**src/hdl/amag_pkg.sv**
```systemverilog
// Shared types and constants for the accelerometer motion aggregator.
package amag_pkg;

    localparam int TIMER_BITS  = 24;
    localparam int SEC_PER_MIN = 60;
    localparam int SEC_BITS    = 6;

    localparam logic [15:0] COUNT_MAX = 16'hFFFF;
    localparam logic [15:0] TPS_RESET = 16'd32768;

    localparam logic [1:0] REQ_SAMPLE = 2'd0;
    localparam logic [1:0] REQ_EVENT  = 2'd1;
    localparam logic [1:0] REQ_MINUTE = 2'd2;

    typedef struct packed {
        logic [1:0]            req_type;
        logic signed [15:0]    accel_x;
        logic signed [15:0]    accel_y;
        logic signed [15:0]    accel_z;
        logic [TIMER_BITS-1:0] timer_now;
    } t_in_word;

    typedef struct packed {
        logic [31:0]        magnitude_sq;
        logic [31:0]        peak_magnitude;
        logic signed [15:0] mean_x;
        logic signed [15:0] mean_y;
        logic signed [15:0] mean_z;
        logic [15:0]        sample_count;
        logic [63:0]        motion_seconds;
    } t_out_word;

    // Control into one axis lane.
    typedef struct packed {
        logic        start;
        logic        clear;
        logic [15:0] divisor;
    } t_lane_ctl;

    // Control into the elapsed-seconds divider.
    typedef struct packed {
        logic                  start;
        logic [TIMER_BITS-1:0] diff;
        logic [15:0]           tps;
    } t_sec_ctl;

endpackage

```
**src/hdl/amag_lane.sv**
```systemverilog
// One axis lane: squares the sample and updates the running mean with a serial divider.
module amag_lane
    import amag_pkg::*;
(
    input  logic               i_clk,
    input  logic               i_rst_n,
    input  t_lane_ctl          i_ctl,
    input  logic signed [15:0] i_sample,
    output logic               o_done,
    output logic [31:0]        o_sq,
    output logic signed [15:0] o_mean
);

    localparam logic [1:0] PH_IDLE = 2'd0;
    localparam logic [1:0] PH_PREP = 2'd1;
    localparam logic [1:0] PH_DIV  = 2'd2;
    localparam logic [1:0] PH_FIN  = 2'd3;
    localparam int         DIV_STEPS = 17;

    logic [1:0]         r_phase, n_phase;
    logic [4:0]         r_step;
    logic signed [15:0] r_v;
    logic signed [15:0] r_mean;
    logic [15:0]        r_div;
    logic [31:0]        r_sq;
    logic               r_neg;
    logic [15:0]        r_rem;
    logic [16:0]        r_quo;

    logic [16:0] abs_v;
    logic [33:0] sq_full;
    logic [16:0] diff;
    logic [16:0] diff_mag;
    logic [16:0] rem2;
    logic        qbit;
    logic [16:0] rem_sub;
    logic [17:0] delta;
    logic [17:0] mean_sum;

    assign abs_v    = r_v[15] ? (17'd0 - {r_v[15], r_v}) : {1'b0, r_v};
    assign sq_full  = {17'd0, abs_v} * {17'd0, abs_v};
    assign diff     = {r_v[15], r_v} - {r_mean[15], r_mean};
    assign diff_mag = diff[16] ? (17'd0 - diff) : diff;
    assign rem2     = {r_rem, r_quo[16]};
    assign qbit     = rem2 >= {1'b0, r_div};
    assign rem_sub  = rem2 - {1'b0, r_div};
    assign delta    = r_neg ? (18'd0 - {1'b0, r_quo}) : {1'b0, r_quo};
    assign mean_sum = {{2{r_mean[15]}}, r_mean} + delta;

    always_comb begin
        n_phase = r_phase;
        unique case (r_phase)
            PH_IDLE: if (i_ctl.start) n_phase = PH_PREP;
            PH_PREP: n_phase = PH_DIV;
            PH_DIV:  if (r_step == 5'(DIV_STEPS - 1)) n_phase = PH_FIN;
            PH_FIN:  n_phase = PH_IDLE;
            default: n_phase = PH_IDLE;
        endcase
    end

    always_ff @(posedge i_clk) begin
        if (!i_rst_n) begin
            r_phase <= PH_IDLE;
            r_mean  <= '0;
            r_step  <= '0;
        end else begin
            r_phase <= n_phase;
            if (i_ctl.clear) begin
                r_mean <= '0;
            end
            unique case (r_phase)
                PH_IDLE: begin
                    r_v    <= i_sample;
                    r_div  <= i_ctl.divisor;
                    r_step <= '0;
                end
                PH_PREP: begin
                    r_sq  <= sq_full[31:0];
                    r_neg <= diff[16];
                    r_quo <= diff_mag;
                    r_rem <= '0;
                end
                PH_DIV: begin
                    // Shift one dividend bit into the remainder per cycle.
                    r_rem  <= qbit ? rem_sub[15:0] : rem2[15:0];
                    r_quo  <= {r_quo[15:0], qbit};
                    r_step <= r_step + 5'd1;
                end
                PH_FIN: begin
                    r_mean <= mean_sum[15:0];
                end
                default: ;
            endcase
        end
    end

    assign o_done = (r_phase == PH_FIN);
    assign o_sq   = r_sq;
    assign o_mean = r_mean;

endmodule

```
**src/hdl/amag_secdiv.sv**
```systemverilog
// Serial divider for elapsed seconds, folding the quotient modulo one minute.
module amag_secdiv
    import amag_pkg::*;
(
    input  logic                i_clk,
    input  logic                i_rst_n,
    input  t_sec_ctl            i_ctl,
    output logic                o_done,
    output logic [SEC_BITS-1:0] o_sec
);

    localparam logic [1:0] PH_IDLE = 2'd0;
    localparam logic [1:0] PH_DIV  = 2'd1;
    localparam logic [1:0] PH_FIN  = 2'd2;
    localparam int         STEP_BITS = $clog2(TIMER_BITS);

    logic [1:0]            r_phase, n_phase;
    logic [STEP_BITS-1:0]  r_step;
    logic [TIMER_BITS-1:0] r_num;
    logic [15:0]           r_tps;
    logic [15:0]           r_rem;
    logic [SEC_BITS-1:0]   r_mod;

    logic [16:0]         rem2;
    logic                qbit;
    logic [16:0]         rem_sub;
    logic [SEC_BITS:0]   mod2;
    logic [SEC_BITS:0]   mod_next;

    assign rem2     = {r_rem, r_num[TIMER_BITS-1]};
    assign qbit     = rem2 >= {1'b0, r_tps};
    assign rem_sub  = rem2 - {1'b0, r_tps};
    assign mod2     = {r_mod, qbit};
    // Quotient arrives MSB first: fold it into seconds mod 60 as it goes.
    assign mod_next = (mod2 >= (SEC_BITS + 1)'(SEC_PER_MIN))
                    ? mod2 - (SEC_BITS + 1)'(SEC_PER_MIN) : mod2;

    always_comb begin
        n_phase = r_phase;
        unique case (r_phase)
            PH_IDLE: if (i_ctl.start) n_phase = PH_DIV;
            PH_DIV:  if (r_step == STEP_BITS'(TIMER_BITS - 1)) n_phase = PH_FIN;
            PH_FIN:  n_phase = PH_IDLE;
            default: n_phase = PH_IDLE;
        endcase
    end

    always_ff @(posedge i_clk) begin
        if (!i_rst_n) begin
            r_phase <= PH_IDLE;
            r_step  <= '0;
        end else begin
            r_phase <= n_phase;
            unique case (r_phase)
                PH_IDLE: begin
                    r_num  <= i_ctl.diff;
                    // Treat a zero rate as one tick per second.
                    r_tps  <= (i_ctl.tps == 16'd0) ? 16'd1 : i_ctl.tps;
                    r_rem  <= '0;
                    r_mod  <= '0;
                    r_step <= '0;
                end
                PH_DIV: begin
                    r_rem  <= qbit ? rem_sub[15:0] : rem2[15:0];
                    r_num  <= {r_num[TIMER_BITS-2:0], 1'b0};
                    r_mod  <= mod_next[SEC_BITS-1:0];
                    r_step <= r_step + STEP_BITS'(1);
                end
                default: ;
            endcase
        end
    end

    assign o_done = (r_phase == PH_FIN);
    assign o_sec  = r_mod;

endmodule

```
**src/hdl/accel_motion_aggregator_unit.sv**
```systemverilog
// Top level of the accelerometer motion aggregator: lanes, seconds divider, merge and output.
//
//  channel | valid        | stall        | word
//  --------+--------------+--------------+--------------
//  input   | i_in_valid   | o_in_stall   | i_in_word
//  output  | o_out_valid  | i_out_stall  | o_out_word
//  config  | i_cfg_we     | (none)       | i_cfg_wdata
//
// A sample word runs a prep phase and a 17-step serial divide in each axis lane,
// side by side, before its result goes to the push state. A motion word waits
// on the 24-step seconds divider. Minute-start and unused codes go straight to
// the push state. One word is in work at a time; the next is accepted once the
// result sits in the output register, even while that register is stalled.
// Reset is synchronous and clears all frame state; ticks_per_second resets to 32768.
module accel_motion_aggregator_unit
    import amag_pkg::*;
(
    input  logic        i_clk,
    input  logic        i_rst_n,
    input  logic        i_in_valid,
    output logic        o_in_stall,
    input  t_in_word    i_in_word,
    output logic        o_out_valid,
    input  logic        i_out_stall,
    output t_out_word   o_out_word,
    input  logic        i_cfg_we,
    input  logic [15:0] i_cfg_wdata
);

    localparam logic [1:0] ST_IDLE   = 2'd0;
    localparam logic [1:0] ST_SAMPLE = 2'd1;
    localparam logic [1:0] ST_EVENT  = 2'd2;
    localparam logic [1:0] ST_PUSH   = 2'd3;

    logic [1:0]            r_state;
    logic [15:0]           r_tps;
    logic [31:0]           r_mag;
    logic [31:0]           r_peak;
    logic [15:0]           r_count;
    logic [63:0]           r_mask;
    logic [TIMER_BITS-1:0] r_anchor;
    logic                  r_out_valid;
    t_out_word             r_out_word;

    logic                  accept;
    logic                  out_free;
    logic [15:0]           count_inc;
    t_lane_ctl             lane_ctl;
    t_sec_ctl              sec_ctl;
    logic                  done_x, done_y, done_z;
    logic [31:0]           sq_x, sq_y, sq_z;
    logic signed [15:0]    mean_x, mean_y, mean_z;
    logic [31:0]           mag_sum;
    logic                  sec_done;
    logic [SEC_BITS-1:0]   sec_bit;

    assign o_in_stall = (r_state != ST_IDLE);
    assign accept     = i_in_valid && (r_state == ST_IDLE);
    assign out_free   = !r_out_valid || !i_out_stall;
    assign count_inc  = (r_count == COUNT_MAX) ? r_count : r_count + 16'd1;

    assign lane_ctl.start   = accept && (i_in_word.req_type == REQ_SAMPLE);
    assign lane_ctl.clear   = accept && (i_in_word.req_type == REQ_MINUTE);
    assign lane_ctl.divisor = count_inc;

    assign sec_ctl.start = accept && (i_in_word.req_type == REQ_EVENT);
    assign sec_ctl.diff  = i_in_word.timer_now - r_anchor;
    assign sec_ctl.tps   = r_tps;

    amag_lane u_lane_x (
        .i_clk    (i_clk),
        .i_rst_n  (i_rst_n),
        .i_ctl    (lane_ctl),
        .i_sample (i_in_word.accel_x),
        .o_done   (done_x),
        .o_sq     (sq_x),
        .o_mean   (mean_x)
    );

    amag_lane u_lane_y (
        .i_clk    (i_clk),
        .i_rst_n  (i_rst_n),
        .i_ctl    (lane_ctl),
        .i_sample (i_in_word.accel_y),
        .o_done   (done_y),
        .o_sq     (sq_y),
        .o_mean   (mean_y)
    );

    amag_lane u_lane_z (
        .i_clk    (i_clk),
        .i_rst_n  (i_rst_n),
        .i_ctl    (lane_ctl),
        .i_sample (i_in_word.accel_z),
        .o_done   (done_z),
        .o_sq     (sq_z),
        .o_mean   (mean_z)
    );

    amag_secdiv u_secdiv (
        .i_clk   (i_clk),
        .i_rst_n (i_rst_n),
        .i_ctl   (sec_ctl),
        .o_done  (sec_done),
        .o_sec   (sec_bit)
    );

    // Merge the lane squares; each is at most 2^30, so the sum fits 32 bits.
    assign mag_sum = sq_x + sq_y + sq_z;

    always_ff @(posedge i_clk) begin
        if (!i_rst_n) begin
            r_state     <= ST_IDLE;
            r_tps       <= TPS_RESET;
            r_peak      <= '0;
            r_count     <= '0;
            r_mask      <= '0;
            r_anchor    <= '0;
            r_out_valid <= 1'b0;
        end else begin
            if (i_cfg_we) begin
                r_tps <= i_cfg_wdata;
            end
            // Load a finished word, or drop the one just taken.
            if (out_free) begin
                r_out_valid <= (r_state == ST_PUSH);
            end
            unique case (r_state)
                ST_IDLE: begin
                    if (accept) begin
                        r_mag <= '0;
                        unique case (i_in_word.req_type)
                            REQ_SAMPLE: begin
                                r_count <= count_inc;
                                r_state <= ST_SAMPLE;
                            end
                            REQ_EVENT: r_state <= ST_EVENT;
                            REQ_MINUTE: begin
                                r_peak   <= '0;
                                r_count  <= '0;
                                r_mask   <= '0;
                                r_anchor <= i_in_word.timer_now;
                                r_state  <= ST_PUSH;
                            end
                            default: r_state <= ST_PUSH;
                        endcase
                    end
                end
                ST_SAMPLE: begin
                    if (done_x && done_y && done_z) begin
                        r_mag <= mag_sum;
                        if (r_peak < mag_sum) begin
                            r_peak <= mag_sum;
                        end
                        r_state <= ST_PUSH;
                    end
                end
                ST_EVENT: begin
                    if (sec_done) begin
                        r_mask  <= r_mask | (64'd1 << sec_bit);
                        r_state <= ST_PUSH;
                    end
                end
                ST_PUSH: begin
                    // Hold until the output register can take the word.
                    if (out_free) begin
                        r_state <= ST_IDLE;
                    end
                end
                default: r_state <= ST_IDLE;
            endcase
        end
    end

    always_ff @(posedge i_clk) begin
        if (r_state == ST_PUSH && out_free) begin
            r_out_word.magnitude_sq   <= r_mag;
            r_out_word.peak_magnitude <= r_peak;
            r_out_word.mean_x         <= mean_x;
            r_out_word.mean_y         <= mean_y;
            r_out_word.mean_z         <= mean_z;
            r_out_word.sample_count   <= r_count;
            r_out_word.motion_seconds <= r_mask;
        end
    end

    assign o_out_valid = r_out_valid;
    assign o_out_word  = r_out_word;

endmodule
```
**config.mk**
```make
export PLATFORM = sky130hd
export DESIGN_NAME = accel_motion_aggregator_unit
export DESIGN_NICKNAME = d
export VERILOG_FILES = /design/src/hdl/amag_pkg.sv /design/src/hdl/amag_lane.sv /design/src/hdl/amag_secdiv.sv /design/src/hdl/accel_motion_aggregator_unit.sv
export SDC_FILE = /design/constraint.sdc
export NUM_CORES = 2
export LEC_CHECK = 0
export BUFFER_PORTS_ARGS = -buffer_cell sky130_fd_sc_hd__buf_2
export CAP_MARGIN = 30
export CORE_MARGIN = 4
export CORE_UTILIZATION = 35
export CTS_BUF_LIST = sky130_fd_sc_hd__clkbuf_4
export CTS_CLUSTER_DIAMETER = 80
export DETAILED_ROUTE_END_ITERATION = 8
export GPL_TIMING_DRIVEN = 0
export PLACE_DENSITY = 0.59
export SLEW_MARGIN = 15
export SYNTH_ARGS = -nofsm -noshare
export SYNTH_HDL_FRONTEND = slang
export SYNTH_SLANG_ARGS = --single-unit
```
**constraint.sdc**
```tcl
create_clock -name i_clk -period 38 [get_ports i_clk]
set_input_delay 3.8 -clock i_clk [delete_from_list [all_inputs] [get_ports i_clk]]
set_output_delay 3.8 -clock i_clk [all_outputs]
set_load 0.01 [all_outputs]
```
==> results.md <==
- Fin crit period: 10.69 ns
- Fin. Hold Viols: 0
- Starting Density: roughly a third
- Drt via density: between 4 and 5
- CTS tree: done
- Die ar.: 195000 sq um
- Post-DP HPWL: about 150 mm
- Fmax: between 0.09 and 0.1 GHz
- Placer Congestion: slightly above 0.9
- Worst relative slew slack: 31.2%
- Sequential area share after synthesis: 33.4%
- Initial DRC Count: around 3000
- Die Wd: ~440 um
- CP max-delay cell: clkbuf_1
- Placed Instance Area: approximately 71000 sq um
- Fin area: 74100 sq um
- Number of synthesized flops with an enable pin: around 580
- Final setup vio count: 0
- Status: completed
- Initial antenna violation count: 14
- Synth cell types: 86
- PortBufs: around 290
- Nets: ~8600
- Cts hold-fix bufs: 0
- Ratio of cells with drive above 1 in the final layout: around a tenth
- Yosys warns: 0
- Layout Skew: approximately 0.11 ns
- Crit end category: flip-flop
- Max Root-Sink Buffers: 3
- Mapped cell area: around 66000 sq um
- TritonCTS buffer count: a little over 200
- Vias in the first global route: just over 50000
- Hold_ws: 0.417 ns
- Total routed wirelength: ~190 mm
- Hold crit path type: reg -> reg
- Syn-to-layout area delta: 12.8%
- H-tree levels: 4
- Skew-Pair Late Insertion Delay: 1.27 ns
- Most frequent cells in the layout: inv_1, fa_1, edfxtp_1
- R2R Path End: u_lane_z.o_sq[30]
- Worst Path Required: a little under 40 ns
- Synth Area in Adders: 29.4%
- Largest family of logic cells by synthesized area: adder cells
- CP peak stage delay: 0.72 ns
- R2r setup slk: approximately 27 ns
- Most used DFF post-synth: edfxtp_1
- Final worst path period share: roughly 28%
- Clock Tree Root: clkbuf_4
- Compound-Gate Fraction of Synth Area: ~11%
- DR vias: around 50000
- CP Class: reg -> reg
- Flops & latches, synth: 808
- Die H: about 440 um
- Worst Setup EP: u_lane_z.o_sq[30]
- Commonest non-fill, non-tap cell in the layout: inv_1
- Setup Buffers After CTS: 0
- Synth async-reset ratio: 0%
- Clock slew at reported path FFs: about 0.070 ns
- Max-cap viol count: 0
- Worst Max-Slew Pin Slew: approximately 1 ns
- Critical Path AT: 11.63 ns
- IO Count: about 290
- Rows: about 160
- Slew Limit Fails: 0
- Multiplexer share of the synthesized area: about 1.4%
- Simple-Gate Fraction of Synth Area: between 10% and 20%
- Post-CTS sizing: 0
- Avg Cell Area, Syn: around 9.9 sq um
- CP startpoint kind: flip-flop
- Maximum fanout along the worst path: 12
- Grt ovf: 0
- Core ar.: 186000 sq um
- CP most frequent cell: inv_1
- Post-synthesis cell count: roughly 6600
- Drt pass-1 iters: 6
- Beginning of the worst register-to-register path: u_lane_z.r_v[0]
- Final TNS setup: 0 ns
- Routed Antenna Nets: 0
- Setup crit start: u_lane_z.r_v[0]
- # DRC: 0
- WL/cell: around 19 um
- XOR/XNOR Fraction of Synth Area: slightly above 5%
- RSZ-0062 raised after global routing: false
- GRT Overall Usage: 19.5%
- Wire length of the first global-routing pass: just under 300 mm
- Clk sink count: ~810
- Path depth of the worst reg2reg path: 31
- Largest net degree at the start of global routing: 32
==> registers in the layout, indices dropped and copies added (netlist names), 17 cells and up <==
signal and flops:
o_out_word 192, r_peak 32, r_mag 32, u_lane_x.o_sq 31
u_lane_z.o_sq 31, u_lane_y.o_sq 31, r_anchor 24, u_lane_y.r_quo 17
u_secdiv.r_num 24, u_lane_z.r_quo 17, u_lane_x.r_quo 17, r_mask 64
==> metal layers <==
layer  vias up  share of wire, %  track usage, %
met3       362               4.2            2.35
met2      1234                50            34.6
li1      23600                 -               -
met1     24400                40            22.7
met4         0               6.0            11.4
met5         -                 0               0
==> cells in the mapped netlist, types with 68 or more instances <==
master | n | area share, %
a21o_1 | 91 | 1.0
a21oi_1 | 361 | 2.7
clkbuf_1 | 177 | 1.0
dfxtp_1 | 231 | 7.0
edfxtp_1 | 577 | 26
fa_1 | 612 | 19
ha_1 | 566 | 11
inv_1 | 1130 | 6.5
mux2i_1 | 68 | 1.0
nand2_1 | 531 | 3.0
nand3_1 | 117 | 0.89
nor2_1 | 555 | 3.2
nor3_1 | 122 | 0.93
o21a_1 | 72 | 0.82
o21ai_0 | 216 | 1.6
or3_1 | 71 | 0.68
xnor2_1 | 271 | 3.6
xor2_1 | 105 | 1.4
==> worst min-delay path by stage <==
stage	startpoint	endpoint	cells after the start
final	r_mag[18]	o_out_word[178]	0
after global routing	r_mask[43]	o_out_word[43]	0
after CTS	r_mag[13]	o_out_word[173]	0
after detailed placement	r_mag[0]	o_out_word[160]	0
after global placement	r_mag[28]	o_out_word[188]	0
after floorplan	r_mag[0]	o_out_word[160]	0
==> cells by family (layout without fill, tap and decap cells) <==
| group | Yosys count | after routing |
|---|---|---|
| simple gates | 1730 | 1730 |
| flops | 808 | 808 |
| buf+inv | 1335 | 2044 |
| mux | 89 | 89 |
| xor+xnor | 377 | 377 |
| fa+ha+maj | 1178 | 1178 |
| compound gates | 1126 | 1126 |
| other cells | 2 | 132 |
==> final cells by class <==
type,instances,area [sq um]
clock buffer,307,2300
tap,2480,3100
antenna,27,67.6
clock inverter,77,395
multi-input combinational,4605,39200
inverter,1145,4300
fill,18300,112000
timing repair buffer,325,2110
sequential,808,22000
buffer,190,724
==> worst max-delay path: cells and delay by family, from the launching register on <==
family | cells | cell delay (ns)
adder cells (fa/ha/maj) | 8 | 3.71
AND/OR/NAND/NOR | 8 | 2.10
buffers and inverters | 9 | 1.84
AO/OA/AOI/OAI | 5 | 1.54
flip-flops | 1 | 0.63
XOR/XNOR | 1 | 0.60
==> per-stage QoR <==
step	utilization, %	std cells	worst slack, ns
final	39.8	9964	27.31
after global routing	39.8	9959	26.85
after CTS	39.8	9936	27.44
after detailed placement	38.4	9552	27.46
after global placement	38.0	9515	10.81
after floorplan	-	6748	19.33
Power is not shown: default switching activity piles up to over one toggle a cycle in this logic, so the estimate is an artifact.
